**config.mk**
```make
export PLATFORM = sky130hd
export DESIGN_NAME = array_backed_linked_list
export DESIGN_NICKNAME = d
export VERILOG_FILES = /design/src/abll_pkg.sv /design/src/abll_datapath.sv /design/src/abll_ctrl.sv /design/src/array_backed_linked_list.sv
export VERILOG_INCLUDE_DIRS = /design/src /design/src/src
export SDC_FILE = /design/constraint.sdc
export NUM_CORES = 1
export LEC_CHECK = 0
export ABC_AREA = 1
export BUFFER_PORTS_ARGS = -buffer_cell sky130_fd_sc_hd__buf_2
export CAP_MARGIN = 40
export CORE_MARGIN = 2
export CORE_UTILIZATION = 57
export CTS_CLUSTER_SIZE = 28
export DETAILED_ROUTE_END_ITERATION = 8
export PLACE_DENSITY = 0.76
export SETUP_SLACK_MARGIN = 0.2
export SKIP_LAST_GASP = 1
export SYNTH_ARGS = -nofsm -noshare
export SYNTH_HDL_FRONTEND = slang
export SYNTH_SLANG_ARGS = --single-unit
```
**constraint.sdc**
```tcl
create_clock -name clk -period 3.8 [get_ports clk]
set_input_delay 1.14 -clock clk [delete_from_list [all_inputs] [get_ports clk]]
set_output_delay 1.14 -clock clk [all_outputs]
set_load 0.01 [all_outputs]
```
**src/array_backed_linked_list_defines.svh**
```systemverilog
// Assertion macros shared by the linked list block.
`ifndef ARRAY_BACKED_LINKED_LIST_DEFINES_SVH
`define ARRAY_BACKED_LINKED_LIST_DEFINES_SVH

`ifndef SYNTHESIS

`define ABLL_ASSERT(label, clk, rst_n, prop) \
    label: assert property (@(posedge clk) disable iff (!rst_n) (prop)) \
        else $error("%m: assertion failed");

`define ABLL_ASSERT_NEVER(label, clk, rst_n, expr) \
    `ABLL_ASSERT(label, clk, rst_n, !(expr))

`else

`define ABLL_ASSERT(label, clk, rst_n, prop)

`define ABLL_ASSERT_NEVER(label, clk, rst_n, expr)

`endif

`endif

```
**src/abll_pkg.sv**
```systemverilog
// Shared constants, codes and control types of the linked list block.
`default_nettype none

package abll_pkg;

    localparam int CAPACITY = 16;
    localparam int SLOT_W   = $clog2(CAPACITY);
    localparam int IDX_W    = $clog2(CAPACITY + 1);
    localparam int VALUE_W  = 32;
    localparam int STATUS_W = 2;
    localparam int OUT_SLOT_W = 4;

    localparam logic [IDX_W-1:0] NONE_IDX = IDX_W'(CAPACITY);
    localparam logic [IDX_W-1:0] LAST_IDX = IDX_W'(CAPACITY - 1);

    localparam logic ACT_INSERT = 1'b0;
    localparam logic ACT_REMOVE = 1'b1;

    typedef enum logic [STATUS_W-1:0] {
        ST_INSERTED  = 2'd0,
        ST_FULL      = 2'd1,
        ST_REMOVED   = 2'd2,
        ST_NOT_FOUND = 2'd3
    } status_t;

    typedef struct packed {
        logic load_ins;
        logic load_rem;
        logic scan_next;
        logic ins_commit;
        logic full_emit;
        logic walk_next;
        logic rem_commit;
        logic nf_emit;
    } ctrl_cmd_t;

    typedef struct packed {
        logic scan_free;
        logic scan_last;
        logic walk_valid;
        logic walk_hit;
    } dp_status_t;

endpackage

`default_nettype wire

```
**src/abll_datapath.sv**
```systemverilog
// Datapath of the linked list block: slot table, list pointers, walk registers and result.
`default_nettype none
`include "array_backed_linked_list_defines.svh"

module abll_datapath (
    input  wire logic                                 clk,
    input  wire logic                                 rst_n,
    input  wire abll_pkg::ctrl_cmd_t                  cmd,
    input  wire logic signed [abll_pkg::VALUE_W-1:0]  value,
    output abll_pkg::dp_status_t                      stat,
    output logic                                      done,
    output logic [abll_pkg::STATUS_W-1:0]             status,
    output logic [abll_pkg::OUT_SLOT_W-1:0]           slot
);

    logic [abll_pkg::CAPACITY-1:0] used_reg;
    logic [abll_pkg::CAPACITY-1:0] used_next;
    logic [abll_pkg::VALUE_W-1:0]  slot_value_reg [abll_pkg::CAPACITY];
    logic [abll_pkg::IDX_W-1:0]    link_reg [abll_pkg::CAPACITY];

    logic [abll_pkg::IDX_W-1:0]    head_reg;
    logic [abll_pkg::IDX_W-1:0]    head_next;
    logic [abll_pkg::IDX_W-1:0]    tail_reg;
    logic [abll_pkg::IDX_W-1:0]    tail_next;

    logic [abll_pkg::IDX_W-1:0]    cur_reg;
    logic [abll_pkg::IDX_W-1:0]    cur_next;
    logic [abll_pkg::IDX_W-1:0]    prev_reg;
    logic [abll_pkg::IDX_W-1:0]    prev_next;
    logic [abll_pkg::IDX_W-1:0]    steps_reg;
    logic [abll_pkg::IDX_W-1:0]    steps_next;
    logic [abll_pkg::VALUE_W-1:0]  val_reg;
    logic [abll_pkg::VALUE_W-1:0]  val_next;

    logic                          done_reg;
    logic                          done_next;
    abll_pkg::status_t             status_reg;
    abll_pkg::status_t             status_next;
    logic [abll_pkg::OUT_SLOT_W-1:0] slot_reg;
    logic [abll_pkg::OUT_SLOT_W-1:0] slot_next;

    logic [abll_pkg::SLOT_W-1:0]   cur_idx;
    logic [abll_pkg::SLOT_W-1:0]   prev_idx;
    logic [abll_pkg::SLOT_W-1:0]   tail_idx;
    logic [abll_pkg::SLOT_W-1:0]   head_idx;
    logic [abll_pkg::IDX_W-1:0]    cur_link;
    logic                          head_none;
    logic                          tail_none;
    logic                          list_empty;

    assign cur_idx    = cur_reg[abll_pkg::SLOT_W-1:0];
    assign prev_idx   = prev_reg[abll_pkg::SLOT_W-1:0];
    assign tail_idx   = tail_reg[abll_pkg::SLOT_W-1:0];
    assign head_idx   = head_reg[abll_pkg::SLOT_W-1:0];
    assign cur_link   = link_reg[cur_idx];
    assign head_none  = (head_reg == abll_pkg::NONE_IDX);
    assign tail_none  = (tail_reg == abll_pkg::NONE_IDX);
    assign list_empty = head_none || tail_none;

    always_comb
    begin
        stat.scan_free  = !used_reg[cur_idx];
        stat.scan_last  = (cur_reg == abll_pkg::LAST_IDX);
        stat.walk_valid = (cur_reg < abll_pkg::NONE_IDX) && (steps_reg < abll_pkg::NONE_IDX)
                          && used_reg[cur_idx];
        stat.walk_hit   = stat.walk_valid && (slot_value_reg[cur_idx] == val_reg);
    end

    always_comb
    begin
        cur_next    = cur_reg;
        prev_next   = prev_reg;
        steps_next  = steps_reg;
        val_next    = val_reg;
        head_next   = head_reg;
        tail_next   = tail_reg;
        used_next   = used_reg;
        done_next   = 1'b0;
        status_next = status_reg;
        slot_next   = slot_reg;

        if (cmd.load_ins || cmd.load_rem)
        begin
            val_next   = value;
            cur_next   = cmd.load_rem ? head_reg : '0;
            prev_next  = abll_pkg::NONE_IDX;
            steps_next = '0;
        end

        if (cmd.scan_next)
        begin
            cur_next = cur_reg + 1'b1;
        end

        if (cmd.walk_next)
        begin
            prev_next  = cur_reg;
            cur_next   = cur_link;
            steps_next = steps_reg + 1'b1;
        end

        if (cmd.ins_commit)
        begin
            used_next[cur_idx] = 1'b1;
            if (list_empty)
            begin
                head_next = cur_reg;
            end
            tail_next   = cur_reg;
            done_next   = 1'b1;
            status_next = abll_pkg::ST_INSERTED;
            slot_next   = abll_pkg::OUT_SLOT_W'(cur_reg);
        end

        if (cmd.rem_commit)
        begin
            used_next[cur_idx] = 1'b0;
            if (prev_reg == abll_pkg::NONE_IDX)
            begin
                head_next = cur_link;
                if (cur_link >= abll_pkg::NONE_IDX)
                begin
                    head_next = abll_pkg::NONE_IDX;
                    tail_next = abll_pkg::NONE_IDX;
                end
            end
            else if (tail_reg == cur_reg)
            begin
                tail_next = prev_reg;
            end
            done_next   = 1'b1;
            status_next = abll_pkg::ST_REMOVED;
            slot_next   = abll_pkg::OUT_SLOT_W'(cur_reg);
        end

        if (cmd.full_emit || cmd.nf_emit)
        begin
            done_next   = 1'b1;
            status_next = cmd.full_emit ? abll_pkg::ST_FULL : abll_pkg::ST_NOT_FOUND;
            slot_next   = '0;
        end
    end

    always_ff @(posedge clk or negedge rst_n)
    begin
        if (!rst_n)
        begin
            used_reg <= '0;
            head_reg <= abll_pkg::NONE_IDX;
            tail_reg <= abll_pkg::NONE_IDX;
            done_reg <= 1'b0;
        end
        else
        begin
            used_reg <= used_next;
            head_reg <= head_next;
            tail_reg <= tail_next;
            done_reg <= done_next;
        end
    end

    always_ff @(posedge clk)
    begin
        cur_reg    <= cur_next;
        prev_reg   <= prev_next;
        steps_reg  <= steps_next;
        val_reg    <= val_next;
        status_reg <= status_next;
        slot_reg   <= slot_next;
        if (cmd.ins_commit)
        begin
            slot_value_reg[cur_idx] <= val_reg;
        end
        for (int k = 0; k < abll_pkg::CAPACITY; k++)
        begin
            if (cmd.ins_commit)
            begin
                if (abll_pkg::SLOT_W'(k) == cur_idx)
                begin
                    link_reg[k] <= abll_pkg::NONE_IDX;
                end
                else if (!list_empty && abll_pkg::SLOT_W'(k) == tail_idx)
                begin
                    link_reg[k] <= cur_reg;
                end
            end
            else if (cmd.rem_commit && prev_reg != abll_pkg::NONE_IDX
                     && abll_pkg::SLOT_W'(k) == prev_idx)
            begin
                link_reg[k] <= cur_link;
            end
        end
    end

    assign done   = done_reg;
    assign status = status_reg;
    assign slot   = slot_reg;

    `ABLL_ASSERT(a_ends_agree, clk, rst_n, head_none == tail_none)
    `ABLL_ASSERT(a_tail_used, clk, rst_n, !tail_none |-> used_reg[tail_idx])
    `ABLL_ASSERT(a_head_used, clk, rst_n, !head_none |-> used_reg[head_idx])
    `ABLL_ASSERT(a_remove_frees, clk, rst_n, cmd.rem_commit |=> !used_reg[$past(cur_idx)])

endmodule

`default_nettype wire

```
**src/abll_ctrl.sv**
```systemverilog
// Controller state machine of the linked list block.
`default_nettype none
`include "array_backed_linked_list_defines.svh"

module abll_ctrl (
    input  wire logic                 clk,
    input  wire logic                 rst_n,
    input  wire logic                 start,
    input  wire logic                 action,
    input  wire abll_pkg::dp_status_t stat,
    output abll_pkg::ctrl_cmd_t       cmd,
    output logic                      busy
);

    typedef enum logic [2:0] {
        S_IDLE = 3'b001,
        S_SCAN = 3'b010,
        S_WALK = 3'b100
    } state_t;

    state_t state_reg;
    state_t state_next;

    always_comb
    begin
        state_next = state_reg;
        cmd        = '0;
        unique case (state_reg)
            S_IDLE:
            begin
                if (start)
                begin
                    if (action == abll_pkg::ACT_REMOVE)
                    begin
                        cmd.load_rem = 1'b1;
                        state_next   = S_WALK;
                    end
                    else
                    begin
                        cmd.load_ins = 1'b1;
                        state_next   = S_SCAN;
                    end
                end
            end
            S_SCAN:
            begin
                if (stat.scan_free)
                begin
                    cmd.ins_commit = 1'b1;
                    state_next     = S_IDLE;
                end
                else if (stat.scan_last)
                begin
                    cmd.full_emit = 1'b1;
                    state_next    = S_IDLE;
                end
                else
                begin
                    cmd.scan_next = 1'b1;
                end
            end
            S_WALK:
            begin
                if (!stat.walk_valid)
                begin
                    cmd.nf_emit = 1'b1;
                    state_next  = S_IDLE;
                end
                else if (stat.walk_hit)
                begin
                    cmd.rem_commit = 1'b1;
                    state_next     = S_IDLE;
                end
                else
                begin
                    cmd.walk_next = 1'b1;
                end
            end
            default:
            begin
                state_next = S_IDLE;
            end
        endcase
    end

    always_ff @(posedge clk or negedge rst_n)
    begin
        if (!rst_n)
        begin
            state_reg <= S_IDLE;
        end
        else
        begin
            state_reg <= state_next;
        end
    end

    assign busy = (state_reg != S_IDLE);

    `ABLL_ASSERT(a_accept_busy, clk, rst_n, (start && !busy) |=> busy)
    `ABLL_ASSERT(a_insert_end, clk, rst_n, (cmd.ins_commit || cmd.full_emit) |-> (state_reg == S_SCAN))
    `ABLL_ASSERT(a_remove_end, clk, rst_n, (cmd.rem_commit || cmd.nf_emit) |-> (state_reg == S_WALK))

endmodule

`default_nettype wire

```
**src/array_backed_linked_list.sv**
```systemverilog
// Top level of the singly linked list kept in a table of sixteen slots.
//
// A transaction starts when start is high while busy is low. An insert scans the slot
// table one slot per cycle for the lowest free slot and reports that slot, or full when
// no slot is free. A remove follows the links from the head one slot read per cycle until
// it finds the matching entry or runs off the end of the list. The result is on status
// and slot, marked by done, which is high for exactly one cycle; the receiver cannot
// stall it. busy is already low in the cycle in which done is high, so the next
// transaction may start there.
`default_nettype none

module array_backed_linked_list (
    input  wire logic                                 clk,
    input  wire logic                                 rst_n,
    input  wire logic                                 start,
    output logic                                      busy,
    input  wire logic                                 action,
    input  wire logic signed [abll_pkg::VALUE_W-1:0]  value,
    output logic                                      done,
    output logic [abll_pkg::STATUS_W-1:0]             status,
    output logic [abll_pkg::OUT_SLOT_W-1:0]           slot
);

    abll_pkg::ctrl_cmd_t  cmd;
    abll_pkg::dp_status_t stat;

    abll_ctrl u_ctrl (
        .clk    (clk),
        .rst_n  (rst_n),
        .start  (start),
        .action (action),
        .stat   (stat),
        .cmd    (cmd),
        .busy   (busy)
    );

    abll_datapath u_datapath (
        .clk    (clk),
        .rst_n  (rst_n),
        .cmd    (cmd),
        .value  (value),
        .stat   (stat),
        .done   (done),
        .status (status),
        .slot   (slot)
    );

endmodule

`default_nettype wire

```
==> summary.txt <==
Status
  • Status: complete, no violations

Logic synthesis
  • Synthesis-stage register bit count: 679
  • Yosys cell types: 40
  • Post-synthesis mux area share: 0.03729%
  • Yosys warnings: 0
  • Xor/xnor cell area share of the yosys netlist: less than 1%
  • Combinational family with the most area after synthesis: simple AND/OR/NAND/NOR gates
  • Top_reg_cell synth: edfxtp_1
  • Synth Area per Inst: a little over 10 sq um
  • Post-Synth Adder-Cell Area: 0.2486%
  • Post-synthesis simple-gate area fraction: 20.58%
  • Syn_nets: slightly below 3000
  • Register area share after synthesis: ~67%
  • Synth Instances: between 2000 and 3000
  • Synth Area in Compound Gates: ~6.5%
  • EDFF count, synth: 641
  • Synth Cell Area: approximately 30000 sq um
  • Asr flop ratio synth: 4.418%

Die
  • Die area: 54830 sq um
  • Die X: 234.2 um
  • Initial Utilization: a little under three fifths
  • Io pins: 44
  • Row count: 84
  • Core area: 52450 sq um
  • Die Ht: 234.2 um

Timing
  • Final setup fails: 0
  • Slew headroom: between 30% and 40%
  • Fin Setup TNS: 0 ps
  • Min Tclk post-route: 3476 ps
  • Fin. max-slew vios: 0
  • Worst Skew: slightly below 20 ps
  • Period utilization: 91.47%
  • Hold Vio Cnt, Final: 0
  • Unrepaired setup endpoints after global routing: true
  • Slew of the pin with the lowest slew margin: between 900 and 1000 ps
  • Fmax: around 290 MHz

Drt
  • Initial DRC Count: about 2400
  • WL/cell: roughly 22 um
  • Via count: roughly 22000
  • Routed Antenna Nets: 0
  • Drt pass-1 iters: 6
  • WL final: around 80000 um
  • Drt via density: about 6
  • # DRC: 0

CTS
  • Hold-fix buffers at CTS: 0
  • Max clock buf depth: 3
  • Clock root buffer master: clkbuf_16
  • Total CTS buffers: 71
  • CTS tree: done
  • CTS sink count: a little under 700
  • Clock Latency Late Sink: a little over 600 ps
  • Clock transition at the registers of the reported paths: ~60 ps
  • H-tree Lvls: 3

GRT
  • Largest net degree at the start of global routing: 88
  • Vias in the first global route: between 20000 and 25000
  • Grt total ovfl: 0
  • Gr usage total: slightly below 30%
  • Antenna violations before repair: 2
  • First-pass GRT wire length: between 100000 and 150000 um

Place
  • GPL Wtd Cong: slightly below 1
  • Post-DP Area: about 32000 sq um
  • Hpwl dp: between 40000 and 50000 um
  • Port bufs: 43

Layout
  • Max reg flops: between 500 and 600
  • Design area: 34030 sq um
  • Area grow syn2layout: 12.69%
  • Fin nets: between 3000 and 4000
  • Antenna diodes: 0
  • Layout cells sized above 1: 9.653%
  • FILL cells: roughly 3800

Power and ir drop
  • Max rail drop VDD: 468.1 uV
  • Sequential Power Share: around 45%
  • Leakage: 13.28 nW
  • Gate power share: 19.4%
  • Int Power: 13.59 mW
  • Clock power frac: about 36%
  • P per Cell Area: between 500 and 600 nW/um^2
  • Psw: 5.764 mW
  • Pwr Total: 19.36 mW
  • Switch share: 29.78%

Critical path
  • Crit Path Class: reg2reg
  • Crit start category: register
  • Arrival time at the worst endpoint: 3770 ps
  • Critical path endpoint category: register
  • Worst Path Max Fanout: 55
  • CP required: roughly 4000 ps

Run
  • Max Cap Viol: 0

Worst hold path
  • Worst min-delay path category: reg2reg
==> routing by layer <==
metal,up-vias,global-route usage [%],share of wire (%)
li1,10030,-,-
met3,268,6.250,9.1
met1,10340,38.72,39
met5,-,0,0.011
met4,2,15.64,5.3
met2,1166,46.43,47
==> final timing paths <==
kind | cells past startpoint | endpoint | slack (ps) | start
hold reg to reg | 2 | u_datapath.slot[0] | 480 | u_datapath.slot[0]
hold / removal | 2 | u_datapath.slot[0] | 480 | u_datapath.slot[0]
setup reg to reg | 19 | u_datapath.link_reg[13][2] | 320 | register
max in group asynchronous | 1 | u_datapath.used_reg[15] | 2680 | rst_n
setup / recovery | 19 | u_datapath.link_reg[13][2] | 320 | register
min in group asynchronous | 1 | u_ctrl.state_reg[2] | 600 | rst_n
==> cell families (layout without fill, tap and decap cells) <==
logic type,count (synthesis),in the layout
buffers and inverters,404,518
XOR/XNOR,5,5
AND/OR/NAND/NOR,1490,1490
AO/OA/AOI/OAI,326,326
multiplexers,1,1
flip-flops,679,679
adder cells (fa/ha/maj),6,6
==> cells in the mapped netlist, types with 21 or more instances <==
cell | n | area (sq um)
inv_1 | 247 | 927.1
clkbuf_1 | 53 | 198.9
o22ai_1 | 26 | 162.7
nor2_1 | 354 | 1329
nand2_1 | 770 | 2890
o21ai_1 | 22 | 110.1
o21bai_1 | 53 | 397.9
nand3_1 | 286 | 1431
dfrtp_1 | 27 | 675.7
edfxtp_1 | 641 | 19250
buf_2 | 62 | 310.3
nor3_1 | 21 | 105.1
o21ai_0 | 150 | 750.7
o211ai_1 | 33 | 247.7
==> power by group through the flow <==
| stage | Combinational [mW] | Sequential [mW] | Clock (mW) |
|---|---|---|---|
| 3_5_place_dp | 3.64 | 8.84 | 0 |
| 4_1_cts | 3.67 | 8.69 | 6.99 |
| 3_3_place_gp | 3.55 | 8.83 | 0 |
| 2_1_floorplan | 2.48 | 8.75 | 0 |
| 6_report | 3.75 | 8.69 | 6.92 |
| 5_1_grt | 4.10 | 8.71 | 7.25 |
==> metrics by stage <==
stage	setup WS (ps)	hold slack [ps]	util (%)	cells
6_report	324.2	478.2	64.88	3713
5_1_grt	183.0	510.9	64.88	3713
3_3_place_gp	-60.63	469.5	60.37	3584
2_1_floorplan	-0.8338	468.3	-	2911
3_5_place_dp	-8.780	473.3	60.40	3586
4_1_cts	259.2	480.8	64.80	3712
==> final cells by class <==
class                      instances  area [sq um]  area share, %
tap                              688         860.8          2.530
clock inverter                    42         450.4          1.324
clock buffer                      83          1843          5.416
timing repair buffer             138          1286          3.780
multi-input combinational       1828          8439          24.80
inverter                         255         972.2          2.857
sequential                       679         20180          59.29
==> worst max-delay path: stages (launching register included) <==
cell      delay (ps)
dfxtp_4          440
buf_16           260
buf_12           200
nor2_1            60
nor2_1           110
o21ai_0          110
nand3_1          100
nand3_1          120
nand2_1          120
nand2_1           70
nand2_1          100
nand2_1           70
nor2_1           100
nand2_1          120
nor2_4           220
nand3_4          160
nor2_4           150
buf_12           210
nand2_1          110
nand3b_1         250
==> what timing repair did <==
item | 4_1_cts | 5_1_grt
pin swaps | 1 | 1
cloned | 0 | 0
resized for setup | 2 | 12
setup buffers | 1 | 1
setup endpoints to repair | 167 | 100
==> placed cells by master (no fill, tap or decap), types with 33 or more instances in the layout <==
cell | Yosys | routed
buf_2 | 62 | 43
nand2_1 | 770 | 762
edfxtp_1 | 641 | 641
clkbuf_16 | 0 | 72
o21bai_1 | 53 | 53
inv_1 | 247 | 243
nand3_1 | 286 | 286
nor2_1 | 354 | 340
o21ai_0 | 150 | 150
buf_4 | 8 | 67
o211ai_1 | 33 | 33
Note: power is estimated with default switching activity, not from simulation.
